[config.mk]
export PLATFORM = sky130hd
export DESIGN_NAME = decimal_text_to_double_unit
export DESIGN_NICKNAME = d
export VERILOG_FILES = /design/src/design/dtd_pkg.sv /design/src/design/dtd_parse.sv /design/src/design/dtd_conv.sv /design/src/design/decimal_text_to_double_unit.sv
export SDC_FILE = /design/constraint.sdc
export NUM_CORES = 2
export LEC_CHECK = 0
export BUFFER_PORTS_ARGS = -buffer_cell sky130_fd_sc_hd__clkbuf_2
export CORE_ASPECT_RATIO = 1.75
export CORE_MARGIN = 2
export CORE_UTILIZATION = 40
export CTS_BUF_LIST = sky130_fd_sc_hd__clkbuf_4 sky130_fd_sc_hd__clkbuf_8 sky130_fd_sc_hd__clkbuf_16
export DETAILED_ROUTE_END_ITERATION = 10
export HOLD_SLACK_MARGIN = 0.1
export PLACE_DENSITY = 0.64
export SKIP_CTS_REPAIR_TIMING = 1
export SLEW_MARGIN = 10
export SYNTH_ARGS = -nofsm -noshare
export SYNTH_HDL_FRONTEND = slang
export SYNTH_SLANG_ARGS = --single-unit
[constraint.sdc]
create_clock -name clk -period 33.7 [get_ports clk]
set_input_delay 6.74 -clock clk [delete_from_list [all_inputs] [get_ports clk]]
set_output_delay 6.74 -clock clk [all_outputs]
set_load 0.02 [all_outputs]
[src/design/dtd_pkg.sv]
package dtd_pkg;

  localparam logic [1:0] ST_OK      = 2'd0;
  localparam logic [1:0] ST_INEXACT = 2'd1;
  localparam logic [1:0] ST_INVALID = 2'd2;
  localparam logic [1:0] ST_RANGE   = 2'd3;

  localparam int MAX_SIG_DIGITS   = 19;
  localparam int MIN_DEC_EXPONENT = -19;
  localparam int MAX_DEC_EXPONENT = 19;
  localparam int DEFAULT_MAX_TEXT_LENGTH = 4096;

  localparam logic [63:0] INF_BITS  = 64'h7ff0000000000000;
  localparam logic [63:0] NAN_BITS  = 64'h7ff8000000000000;
  localparam logic [63:0] SIGN_BIT  = 64'h8000000000000000;
  localparam int          EXP_BIAS  = 1023;
  localparam int          MIN_BIN_EXP = -1022;
  localparam int          MAX_BIN_EXP = 1023;
  localparam logic [23:0] EXP_ACC_LIMIT = 24'd1000000;
  localparam int          FRAC_BITS = 52;

  // Everything the converter or the output stage needs once a text has ended.
  typedef struct packed {
    logic              convert;
    logic [1:0]        status;
    logic [63:0]       bits;
    logic [12:0]       used;
    logic [63:0]       sig;
    logic signed [5:0] exp10;
    logic              sign;
  } fin_t;

  function automatic logic [7:0] inf_char(input logic [2:0] idx);
    logic [7:0] c;
    case (idx)
      3'd0: c = 8'h69;
      3'd1: c = 8'h6e;
      3'd2: c = 8'h66;
      3'd3: c = 8'h69;
      3'd4: c = 8'h6e;
      3'd5: c = 8'h69;
      3'd6: c = 8'h74;
      default: c = 8'h79;
    endcase
    return c;
  endfunction

  function automatic logic [7:0] nan_char(input logic [1:0] idx);
    logic [7:0] c;
    case (idx)
      2'd1: c = 8'h61;
      default: c = 8'h6e;
    endcase
    return c;
  endfunction

endpackage

[src/design/dtd_parse.sv]
module dtd_parse #(
  parameter int MAX_TEXT_LENGTH = 4096
) (
  input  logic          clk,
  input  logic          rst,
  input  logic          take,
  input  logic [7:0]    char_byte,
  input  logic          clear,
  output dtd_pkg::fin_t fin
);
  import dtd_pkg::*;

  localparam int PW = $clog2(MAX_TEXT_LENGTH + 1);
  localparam int EW = $clog2(MAX_TEXT_LENGTH + 9);

  typedef enum logic [3:0] {
    P_WS, P_START, P_INT, P_FRAC, P_EXP_MARK, P_EXP_SIGNED, P_EXP_DIG, P_NUM_DONE,
    P_INF, P_NAN, P_INF_DONE, P_NAN_DONE, P_INVALID
  } phase_t;

  phase_t             phase, phase_next;
  logic               sign, sign_next;
  logic [63:0]        acc, acc_next;
  logic [4:0]         cnt, cnt_next;
  logic signed [31:0] dec_exp, dec_exp_next;
  logic [23:0]        exp_acc, exp_acc_next;
  logic               any, any_next, nonzero, nonzero_next;
  logic               too_many, too_many_next, exp_neg, exp_neg_next;
  logic [PW-1:0]      pos;
  logic [EW-1:0]      end_pos, end_pos_next;
  logic [3:0]         prog, prog_next;

  logic [7:0] lc;
  logic [3:0] dval;
  logic       is_dig, is_sp, is_sign;
  logic       go_start, go_int, take_dig, frac_dig, do_end, exp_dig;
  logic [EW-1:0] pos_e;

  assign pos_e = EW'(pos);

  always_comb begin
    lc       = (char_byte >= 8'h41 && char_byte <= 8'h5a) ? char_byte + 8'd32 : char_byte;
    is_dig   = char_byte >= 8'h30 && char_byte <= 8'h39;
    dval     = 4'(char_byte - 8'h30);
    is_sp    = char_byte == 8'h20 || (char_byte >= 8'd9 && char_byte <= 8'd13);
    is_sign  = char_byte == 8'h2b || char_byte == 8'h2d;
    phase_next = phase; sign_next = sign; acc_next = acc; cnt_next = cnt;
    dec_exp_next = dec_exp; exp_acc_next = exp_acc; any_next = any;
    nonzero_next = nonzero; too_many_next = too_many; exp_neg_next = exp_neg;
    end_pos_next = end_pos; prog_next = prog;
    go_start = 1'b0; go_int = 1'b0; take_dig = 1'b0; frac_dig = 1'b0;
    do_end = 1'b0; exp_dig = 1'b0;
    unique case (phase)
      P_WS: begin
        if (is_sp) begin
        end else if (is_sign) begin
          sign_next  = char_byte == 8'h2d;
          phase_next = P_START;
        end else begin
          go_start = 1'b1;
        end
      end
      P_START: go_start = 1'b1;
      P_INT: go_int = 1'b1;
      P_FRAC: begin
        if (is_dig) begin
          take_dig = 1'b1;
          frac_dig = 1'b1;
        end else begin
          do_end = 1'b1;
        end
      end
      P_EXP_MARK: begin
        if (is_sign) begin
          exp_neg_next = char_byte == 8'h2d;
          phase_next   = P_EXP_SIGNED;
        end else if (is_dig) begin
          exp_dig = 1'b1;
        end else begin
          phase_next = P_NUM_DONE;
        end
      end
      P_EXP_SIGNED, P_EXP_DIG: begin
        if (is_dig) exp_dig = 1'b1;
        else phase_next = P_NUM_DONE;
      end
      P_INF: begin
        if (prog < 4'd8 && lc == inf_char(prog[2:0])) begin
          prog_next = prog + 4'd1;
          if (prog == 4'd7) begin
            end_pos_next = end_pos + EW'(8);
            phase_next   = P_INF_DONE;
          end
        end else if (prog >= 4'd3) begin
          end_pos_next = end_pos + EW'(3);
          phase_next   = P_INF_DONE;
        end else begin
          phase_next = P_INVALID;
        end
      end
      P_NAN: begin
        if (prog < 4'd3 && lc == nan_char(prog[1:0])) begin
          prog_next = prog + 4'd1;
          if (prog == 4'd2) begin
            end_pos_next = end_pos + EW'(3);
            phase_next   = P_NAN_DONE;
          end
        end else begin
          phase_next = P_INVALID;
        end
      end
      default: begin
      end
    endcase
    if (go_start) begin
      end_pos_next = pos_e;
      if (lc == 8'h69) begin
        phase_next = P_INF;
        prog_next  = 4'd1;
      end else if (lc == 8'h6e) begin
        phase_next = P_NAN;
        prog_next  = 4'd1;
      end else begin
        phase_next = P_INT;
        go_int     = 1'b1;
      end
    end
    if (go_int) begin
      if (is_dig) take_dig = 1'b1;
      else if (char_byte == 8'h2e) phase_next = P_FRAC;
      else do_end = 1'b1;
    end
    if (take_dig) begin
      any_next = 1'b1;
      if (dval != 4'd0 || nonzero) begin
        nonzero_next = 1'b1;
        if (32'(cnt) < MAX_SIG_DIGITS) begin
          acc_next = (acc << 3) + (acc << 1) + 64'(dval);
          cnt_next = cnt + 5'd1;
        end else begin
          too_many_next = 1'b1;
        end
      end
      if (frac_dig) dec_exp_next = dec_exp - 32'sd1;
    end
    if (do_end) begin
      if (!any) begin
        phase_next = P_INVALID;
      end else begin
        end_pos_next = pos_e;
        phase_next = (lc == 8'h65) ? P_EXP_MARK : P_NUM_DONE;
      end
    end
    if (exp_dig) begin
      if (exp_acc < EXP_ACC_LIMIT) exp_acc_next = (exp_acc << 3) + (exp_acc << 1) + 24'(dval);
      end_pos_next = pos_e + EW'(1);
      phase_next   = P_EXP_DIG;
    end
  end

  always_ff @(posedge clk) begin
    if (rst || clear) begin
      phase <= P_WS; sign <= 1'b0; acc <= '0; cnt <= '0; dec_exp <= '0; exp_acc <= '0;
      any <= 1'b0; nonzero <= 1'b0; too_many <= 1'b0; exp_neg <= 1'b0;
      pos <= '0; end_pos <= '0; prog <= '0;
    end else if (take && 32'(pos) < MAX_TEXT_LENGTH) begin
      phase <= phase_next; sign <= sign_next; acc <= acc_next; cnt <= cnt_next;
      dec_exp <= dec_exp_next; exp_acc <= exp_acc_next; any <= any_next;
      nonzero <= nonzero_next; too_many <= too_many_next; exp_neg <= exp_neg_next;
      pos <= pos + PW'(1); end_pos <= end_pos_next; prog <= prog_next;
    end
  end

  // End-of-text decode from the settled parse state.
  phase_t             ph_e;
  logic [EW-1:0]      end_e;
  logic signed [32:0] e_tot;
  logic [31:0]        used32;

  always_comb begin
    fin        = '0;
    fin.status = ST_INVALID;
    ph_e       = phase;
    end_e      = end_pos;
    used32     = '0;
    e_tot = 33'(dec_exp) + (exp_neg ? -$signed({9'd0, exp_acc}) : $signed({9'd0, exp_acc}));
    if (phase == P_INT || phase == P_FRAC) begin
      if (!any) begin
        ph_e = P_INVALID;
      end else begin
        ph_e  = P_NUM_DONE;
        end_e = pos_e;
      end
    end
    if (phase == P_INF && prog >= 4'd3) begin
      ph_e  = P_INF_DONE;
      end_e = end_pos + EW'(3);
    end
    if (ph_e == P_INF_DONE || ph_e == P_NAN_DONE) begin
      fin.bits   = ((ph_e == P_INF_DONE) ? INF_BITS : NAN_BITS) | (sign ? SIGN_BIT : 64'd0);
      fin.status = ST_OK;
      used32     = 32'(end_e);
    end else if (ph_e == P_EXP_MARK || ph_e == P_EXP_SIGNED || ph_e == P_EXP_DIG ||
                 ph_e == P_NUM_DONE) begin
      used32 = 32'(end_e);
      if (!nonzero) begin
        fin.status = ST_OK;
        fin.bits   = sign ? SIGN_BIT : 64'd0;
      end else if (too_many || e_tot < 33'(MIN_DEC_EXPONENT) ||
                   e_tot > 33'(MAX_DEC_EXPONENT)) begin
        fin.status = ST_RANGE;
      end else begin
        fin.convert = 1'b1;
        fin.sig     = acc;
        fin.exp10   = e_tot[5:0];
        fin.sign    = sign;
      end
    end
    fin.used = used32[12:0];
  end

endmodule

[src/design/dtd_conv.sv]
module dtd_conv (
  input  logic              clk,
  input  logic              rst,
  input  logic              start,
  input  logic [63:0]       sig,
  input  logic signed [5:0] exp10,
  input  logic              sign,
  output logic              done,
  output logic [1:0]        status,
  output logic [63:0]       bits
);
  import dtd_pkg::*;

  typedef enum logic [2:0] {C_IDLE, C_SCALE, C_NORM, C_DIV, C_ROUND} cstate_t;

  cstate_t            state;
  logic [127:0]       num, den, rem;
  logic [4:0]         cnt;
  logic               neg_e, neg;
  logic signed [9:0]  q2;
  logic [5:0]         step;
  logic [51:0]        frac;
  logic               guard, rnd;

  // The combinational datapath: a 128-bit shift, subtract and compare for the division, times-ten scaling and rounding.
  logic [127:0] rem2, diff, sh_num, sh_den;
  logic         ge;
  logic [53:0]  mant;
  logic         sticky, inc;
  logic signed [9:0] q2f;
  logic [10:0]  bexp;

  always_comb begin
    rem2   = rem << 1;
    ge     = rem2 >= den;
    diff   = rem2 - den;
    sh_num = (num << 3) + (num << 1);
    sh_den = (den << 3) + (den << 1);
    sticky = rem != '0;
    inc    = guard && (rnd || sticky || frac[0]);
    mant   = {2'b01, frac} + 54'(inc);
    q2f    = mant[53] ? q2 + 10'sd1 : q2;
    bexp   = 11'(q2f) + 11'(EXP_BIAS);
  end

  always_ff @(posedge clk) begin
    if (rst) begin
      state <= C_IDLE;
      done  <= 1'b0;
    end else begin
      done <= 1'b0;
      unique case (state)
        C_IDLE: begin
          if (start) begin
            num   <= {64'd0, sig};
            den   <= 128'd1;
            neg_e <= exp10 < 0;
            cnt   <= 5'((exp10 < 0) ? -exp10 : exp10);
            neg   <= sign;
            q2    <= '0;
            state <= C_SCALE;
          end
        end
        C_SCALE: begin
          if (cnt == 5'd0) begin
            state <= C_NORM;
          end else begin
            if (neg_e) den <= sh_den;
            else num <= sh_num;
            cnt <= cnt - 5'd1;
          end
        end
        C_NORM: begin
          if (num >= den) begin
            if ({1'b0, num} >= {den, 1'b0}) begin
              den <= den << 1;
              q2  <= q2 + 10'sd1;
            end else begin
              rem   <= num - den;
              step  <= '0;
              state <= C_DIV;
            end
          end else begin
            num <= num << 1;
            q2  <= q2 - 10'sd1;
          end
        end
        C_DIV: begin
          rem <= ge ? diff : rem2;
          if (32'(step) < FRAC_BITS) frac <= {frac[50:0], ge};
          else if (32'(step) == FRAC_BITS) guard <= ge;
          else rnd <= ge;
          step <= step + 6'd1;
          if (32'(step) == FRAC_BITS + 1) state <= C_ROUND;
        end
        C_ROUND: begin
          done  <= 1'b1;
          state <= C_IDLE;
          if (int'(q2f) > MAX_BIN_EXP || int'(q2f) < MIN_BIN_EXP) begin
            status <= ST_RANGE;
            bits   <= '0;
          end else begin
            status <= (guard || rnd || sticky) ? ST_INEXACT : ST_OK;
            bits   <= {neg, bexp, mant[53] ? mant[52:1] : mant[51:0]};
          end
        end
        default: state <= C_IDLE;
      endcase
    end
  end

endmodule

[src/design/decimal_text_to_double_unit.sv]
// Decimal text to binary64 converter.
// Input channel: in_valid/in_stall carry one ASCII byte per transfer in char_byte, with
// last_char set on the final byte of a text. While a text is being read, a byte is taken
// in every cycle in which in_valid is high. Leading whitespace, a sign, the words inf,
// infinity and nan, and decimal numbers with fraction and exponent are recognized.
// Output channel: out_valid/out_stall carry exactly one result per text: status,
// value_bits and consumed (bytes that form the number, including whitespace and sign).
// After the final byte, specials, zero, invalid and out-of-range texts are decoded in
// S_FIN and their result is registered for S_OUT. A text that needs conversion runs the
// converter's 128-bit datapath: one scale-by-ten step per unit of the decimal exponent
// (up to 19), the normalizing shifts, 54 long-division steps and one rounding step.
// The block works on one text at a time: in_stall is high from the cycle after the final
// byte until the result has been taken. A stalled result holds on the outputs.
// Reset (rst, synchronous, active high) returns the parser to whitespace skipping and
// drops any pending result.
module decimal_text_to_double_unit #(
  parameter int MAX_TEXT_LENGTH = dtd_pkg::DEFAULT_MAX_TEXT_LENGTH
) (
  input  logic        clk,
  input  logic        rst,
  input  logic        in_valid,
  output logic        in_stall,
  input  logic [7:0]  char_byte,
  input  logic        last_char,
  output logic        out_valid,
  input  logic        out_stall,
  output logic [1:0]  status,
  output logic [63:0] value_bits,
  output logic [12:0] consumed
);
  import dtd_pkg::*;

  typedef enum logic [1:0] {S_IN, S_FIN, S_CONV, S_OUT} state_t;

  state_t      state;
  fin_t        fin;
  logic        acc;
  logic        clear;
  logic        conv_start;
  logic        conv_done;
  logic [1:0]  conv_status;
  logic [63:0] conv_bits;

  assign in_stall   = state != S_IN;
  assign out_valid  = state == S_OUT;
  assign acc        = in_valid && !in_stall;
  assign clear      = state == S_FIN;
  assign conv_start = state == S_FIN && fin.convert;

  dtd_parse #(.MAX_TEXT_LENGTH(MAX_TEXT_LENGTH)) u_parse (
    .clk(clk), .rst(rst), .take(acc), .char_byte(char_byte), .clear(clear), .fin(fin)
  );

  dtd_conv u_conv (
    .clk(clk), .rst(rst), .start(conv_start), .sig(fin.sig), .exp10(fin.exp10),
    .sign(fin.sign), .done(conv_done), .status(conv_status), .bits(conv_bits)
  );

  // The parser state is settled in the cycle after the final byte; it is decoded then.
  always_ff @(posedge clk) begin
    if (rst) begin
      state <= S_IN;
    end else begin
      unique case (state)
        S_IN: begin
          if (acc && last_char) state <= S_FIN;
        end
        S_FIN: begin
          consumed <= fin.used;
          if (fin.convert) begin
            state <= S_CONV;
          end else begin
            status     <= fin.status;
            value_bits <= fin.bits;
            state      <= S_OUT;
          end
        end
        S_CONV: begin
          if (conv_done) begin
            status     <= conv_status;
            value_bits <= conv_bits;
            state      <= S_OUT;
          end
        end
        S_OUT: begin
          if (!out_stall) state <= S_IN;
        end
        default: state <= S_IN;
      endcase
    end
  end

  a_out_blocks_in: assert property (@(posedge clk) disable iff (rst)
    out_valid |-> in_stall) else $error("input taken while a result is pending");
  a_done_in_conv: assert property (@(posedge clk) disable iff (rst)
    conv_done |-> state == S_CONV) else $error("converter finished outside conversion");
  a_last_to_fin: assert property (@(posedge clk) disable iff (rst)
    (acc && last_char) |=> state == S_FIN) else $error("final byte not decoded");
  a_error_zero: assert property (@(posedge clk) disable iff (rst)
    (out_valid && (status == ST_INVALID || status == ST_RANGE)) |-> value_bits == 64'd0)
    else $error("error result carries nonzero bits");

endmodule

# [Yosys cells after proc, flatten, opt, wreduce, memory -nomap -nowiden]
# Cells that the tools add are included.
[op_classes] eq_ne=56 mul=0 n_lt_le_gt_ge=21 n_mux=129 shift=0 n_reduce_logical=67 addsub=25 bitwise=8 div_mod_pow=0
[op_table] op="$mux 128" n=12
[op_table] op="$pmux 128 s3" n=2
[op_table] op="$mux 71" n=4
[op_table] op="$add 128x128->128" n=2
[op_table] op="$ge 128x128->1" n=2
[op_table] op="$mux 64" n=4
[op_table] op="$pmux 128 s2" n=1
[op_table] op="$sub 128x128->128" n=2
[op_table] op="$mux 13" n=14
[op_table] op="$ge 128x129->1" n=1
[op_table] op="$pmux 64 s2" n=1
[op_table] op="$reduce_bool 128->1" n=1
[op_table] op="$mux 4" n=26
[op_table] op="$mux 52" n=2
[op_table] op="$mux 67" n=1
[op_table] op="$mux 66" n=1
[op_table] op="$add 64x4->64" n=1
[op_table] op="$add 64x64->64" n=1
[op_table] op="$or 64x64->64" n=1
[op_table] op="$add 53x1->54" n=1
[op_table] op="$mux 10" n=4
[op_table] op="$reduce_and 4->1" n=9
[op_table] op="$add 32x33->33" n=1
[op_table] op="$gt 33x6->1 const B" n=1
[op_table] op="other kinds (87)" n=211
[word_totals] mem_bits_rw=0 input_bits=13 n_memories=0 romBits=0 reg_bits=776 out_inout_bits=81 latchBits=0

# [Logic depth before layout (Yosys ltp)]
[logic_depth] depth_word=14 depth_mapped=30

# [Modules after synthesis]
# From an unflattened synthesis, not the netlist that was laid out.
[hier_totals] cells_unflattened=9940 hier_area_um2=80317.0
[by_module_without_submodules] module="dtd_conv" seq_area_each_um2=15905.3 area_per_inst_um2=59124.2 cells_each=7360 n_inst=1
[by_module_without_submodules] module="dtd_parse" seq_area_each_um2=3283.1 area_per_inst_um2=17645.7 cells_each=2401 n_inst=1
[by_module_without_submodules] module="decimal_text_to_double_unit" seq_area_each_um2=2412.3 area_per_inst_um2=3547.2 cells_each=179 n_inst=1

# [Worst setup path after synthesis]
# No wires, ideal clock.
[synth_path] path_kind="in2reg" startpoint="in rst" endpoint="reg u_conv.den[0], enable pin" setup_slack_ns=5.727 path_stages=2 t_arrival_ns=26.679 t_required_ns=32.406 setup_ns=1.294 n_path_buf=1 cell_sequence="clkbuf_1 > a2111oi_0"
[synth_between] elab_chain_len=2
[synth_rtl] item="start, declared" line="decimal_text_to_double_unit.sv:20" text="input logic rst,"
[synth_rtl] item="$not 1->1 (no source line)"
[synth_rtl] item="$reduce_and 7->1 (no source line)"
[synth_rtl] item="end signal, assigned" line="dtd_conv.sv:68" text="if (neg_e) den <= sh_den;"
[synth_rtl] item="end signal, assigned" line="dtd_conv.sv:76" text="den <= den << 1;"
[synth_rtl] item="end, declared" line="dtd_conv.sv:17" text="logic [127:0] num, den, rem;"
# Every way passes these cells.
# A chain may end at the register's enable or synchronous reset.

# [Worst setup path in the final report]
[layout_path] startpoint="in char_byte[3]" endpoint="reg u_parse.acc[60]"
[layout_between] elab_chain_len=9 word_cells_on_any_way=33 classes_between="add/sub (3); order compare (6); eq/ne (5); mux (11); reduce/logical (8)"
[layout_rtl] item="start, declared" line="decimal_text_to_double_unit.sv:23" text="input logic [7:0] char_byte,"
[layout_rtl] item="$ge 8x7->1 or $le 8x7->1 (tied branches)" line="dtd_parse.sv:42" text="lc = (char_byte >= 8'h41 && char_byte <= 8'h5a) ? char_byte + 8'd32 : char_byte;"
[layout_rtl] item="$logic_and 1x1->1" line="dtd_parse.sv:42"
[layout_rtl] item="$mux 8" line="dtd_parse.sv:42"
[layout_rtl] item="$eq 8x7->1" line="dtd_parse.sv:120" text="end else if (lc == 8'h6e) begin"
[layout_rtl] item="$mux 1" line="dtd_parse.sv:120"
[layout_rtl] item="$mux 1" line="dtd_parse.sv:117" text="if (lc == 8'h69) begin"
[layout_rtl] item="$mux 1" line="dtd_parse.sv:115" text="if (go_start) begin"
[layout_rtl] item="$mux 1" line="dtd_parse.sv:128" text="if (go_int) begin"
[layout_rtl] item="$reduce_and 4->1 (no source line)"
[layout_rtl] item="end signal, assigned" line="dtd_parse.sv:167" text="phase <= phase_next; sign <= sign_next; acc <= acc_next; cnt <= cnt_next;"
[layout_rtl] item="end, declared" line="dtd_parse.sv:23" text="logic [63:0] acc, acc_next;"
# Several ways; a longest one is shown, not always the timed one.

==> impl_metrics.yaml <==
outcome:
  status: "finished, final reports clean"
global_route:
  gr-total-overflow: 0
  grt_pass1_wl_um: 425000
  track_usage_pct: 27.9
  grt_max_degree: 107
  grt_pass1_vias: 73200
  antenna_found_initial: 10
run:
  maxCapViolCount: 0
yosys:
  synth_top_area_share_pct: 23.6
  synth.area.top_cells: "edfxtp_1, ha_1, a21oi_1"
  synth_warnings: 0
  syn-num-nets: 10300
  synth-seq-cells: 776
  synth-seq-area-share_pct: 28.1
  synth_area_um2: 77000
  synthCells: 9440
  async_reset_ff_share_pct: 0
  syn_area_per_cell_um2: 8.16
  synth_top_area_cell: "edfxtp_1"
  yosys_most_used_dff: "edfxtp_1"
  synth_edf_count: 606
  ys_types: 88
floorplanning:
  io_pins: 94
  die_h_um: 584
  core-area_um2: 192000
  die_w_um: 336
  die_area_um2: 196000
  rows: 213
  start_util_pct: 40.1
placed_design:
  gp_congestion: 1.01
  dp_hpwl_um: 225000
  place_ws_ps: 21760
  placed_area_um2: 79400
  io_buffer_count: 93
setup_path:
  cp.required_ps: 34370
  critPathMaxStageDelay_ps: 710
  crit_buf_inv: 1
  rr_worst_depth: 24
  critPathKind: "in -> reg"
  worst-path-stages: 17
  worstPathCellList: "clkbuf_2 > fa_1 > fa_1 > a21o_1 > a21oi_1 > o21ai_0 > a21oi_1 > o2bb2ai_1 > o41a_1 > o41a_1 > a311oi_1 > a31oi_1 > a311oi_1 > a31oi_1 > o2bb2ai_1 > xor2_1 > o21ai_0"
  crit_family: "compound AO/OA/AOI/OAI gates"
  critPathSlowestCell: "fa_1"
  cp-end-kind: "register"
  crit_fanout: 19
  start_kind: "input pin"
  crit_arrival_ps: 11890
route:
  firstDrtPassIters: 6
  ant_nets: 0
  drt_wl_total_um: 282000
  wl_met3_um: 11800
  wl_met1_um: 95100
  vias_per_cell: 6.22
  top_layer_used: "met5"
  wl_met2_um: 146000
  drc: 0
  avgRoutedWirePerCell_um: 24.0
  vias: 73000
  drt_iter0_markers: 5301
cts:
  cts.reportedPaths.clkPinSlew_ps: 60
  cts_tree: "built"
  cts.sinks: 776
  root_buffer: "clkbuf_16"
  numCtsBuffers: 85
  htree_levels: 3
  clk_latency_ps: 760
  clockBufferDepth: 3
min_path:
  hold_depth: 0
  hp-class: "reg -> reg"
timing:
  finalCritPeriodShare_pct: 33.3
  slew_violations: 0
  finalSetupViolCount: 0
  relSlewSlack_pct: 21.3
  layout_setup_ws_ps: 22480
  hold_viol: 0
  fin_setup_tns_ps: 0
  worst_slew_pin_slew_ps: 1180
  fmax_mhz: 89.1
  post-route-min-period_ps: 11220
  rsz0062_at_grt: "no"
  skew_ps: 75.2
power_and_ir_drop:
  ir_drop_mv: 0.0474
  p_leak_nw: 33.7
  power_density_nw_per_um2: 35.0
cells_and_area:
  layout_commonest_cell: "a21oi_1"
  area_delta_synth_final_pct: 6.86
  fin_area_um2: 82300
  final_util_pct: 42.9
  final_cell_mix: "a21oi_1, nand2_1, ha_1"
  drive_above_1_share_pct: 4.54
  fin_nets: 10100
[worst paths after layout]
kind / startpoint / slack, ps / end
worst min-delay path: u_conv.neg$_SDFFCE_PP0P_ / 440 / u_conv.bits[63]$_SDFFCE_PP0P_
worst max-delay path: char_byte[3] / 22480 / u_parse.acc[60]$_SDFFE_PP0P_
worst min register to register: u_conv.neg$_SDFFCE_PP0P_ / 440 / u_conv.bits[63]$_SDFFCE_PP0P_
worst max register to register: u_parse.exp_acc[6]$_SDFFE_PP0P_ / 24690 / u_conv.den[4]$_DFFE_PP_
[layout make-up]
type | count | area [um^2]
clock buffers | 101 | 2280
repair buffers | 170 | 1050
fillers | 19300 | 110000
inverters | 357 | 1340
flip-flops and latches | 776 | 21600
multi-input cells | 7806 | 52300
diodes | 4 | 10.0
well taps | 2472 | 3090
clock inverters | 56 | 592
[power breakdown]
group	internal, mW	total (mW)	switching, mW
clock	0.546	0.991	0.446
sequential	1.10	1.15	0.0530
combinational	0.241	0.736	0.495
[state kept, by name (all words and copies together) (netlist names), 5 cells and up]
register / cells
u_conv.den: 128
u_conv.num: 128
u_conv.rem: 128
u_conv.bits: 64
u_parse.acc: 64
value_bits: 64
u_conv.frac: 52
u_parse.dec_exp: 32
u_parse.exp_acc: 24
consumed: 13
u_parse.end_pos: 13
u_parse.pos: 13
u_conv.q2: 10
u_conv.step: 6
u_conv.cnt: 5
u_parse.cnt: 5
[Yosys cell counts (all sizes together) (43+ instances only)]
cell and n:
a21oi 1047, nand2 868, ha 859, nor2 797
edfxtp 606, o21ai 599, a21o 490, clkbuf 484
xnor2 418, inv 356, xor2 301, nand4 281
nand3 181, dfxtp 170, nor3 170, o21bai 157
a211oi 151, o22ai 139, and2 106, a31oi 100
o21a 89, nor4 84, nor2b 74, and3 71
nand2b 68, a221o 64, or3 63, o31ai 58
a21boi 45, or2 43
[layer usage]
layer  vias to the layer above  track usage, %
li1                      34700               -
met1                     35000            26.5
met2                      2283            52.4
met3                      1007            3.55
met4                         4            24.2
met5                         -               0
[cell families after synthesis]
| kind of cell | share of synthesized area (%) |
|---|---|
| buffers and inverters | 4.20 |
| other | 0.00487 |
| AOI/OAI and AO/OA | 26.9 |
| and+or+nand+nor | 18.1 |
| adders and majority gates | 14.2 |
| xor gates and xnor gates | 8.18 |
| DFF | 28.1 |
| muxes | 0.403 |
[through the flow]
step	hold slack (ps)	instances	power (mW)
6_report	443	11700	2.88
2_1_floorplan	436	9440	1.67
4_1_cts	444	11700	2.89
5_1_grt	456	11700	3.00
3_5_place_dp	434	11600	1.90
3_3_place_gp	421	11600	1.89
Power figures use the tool's default switching activity.
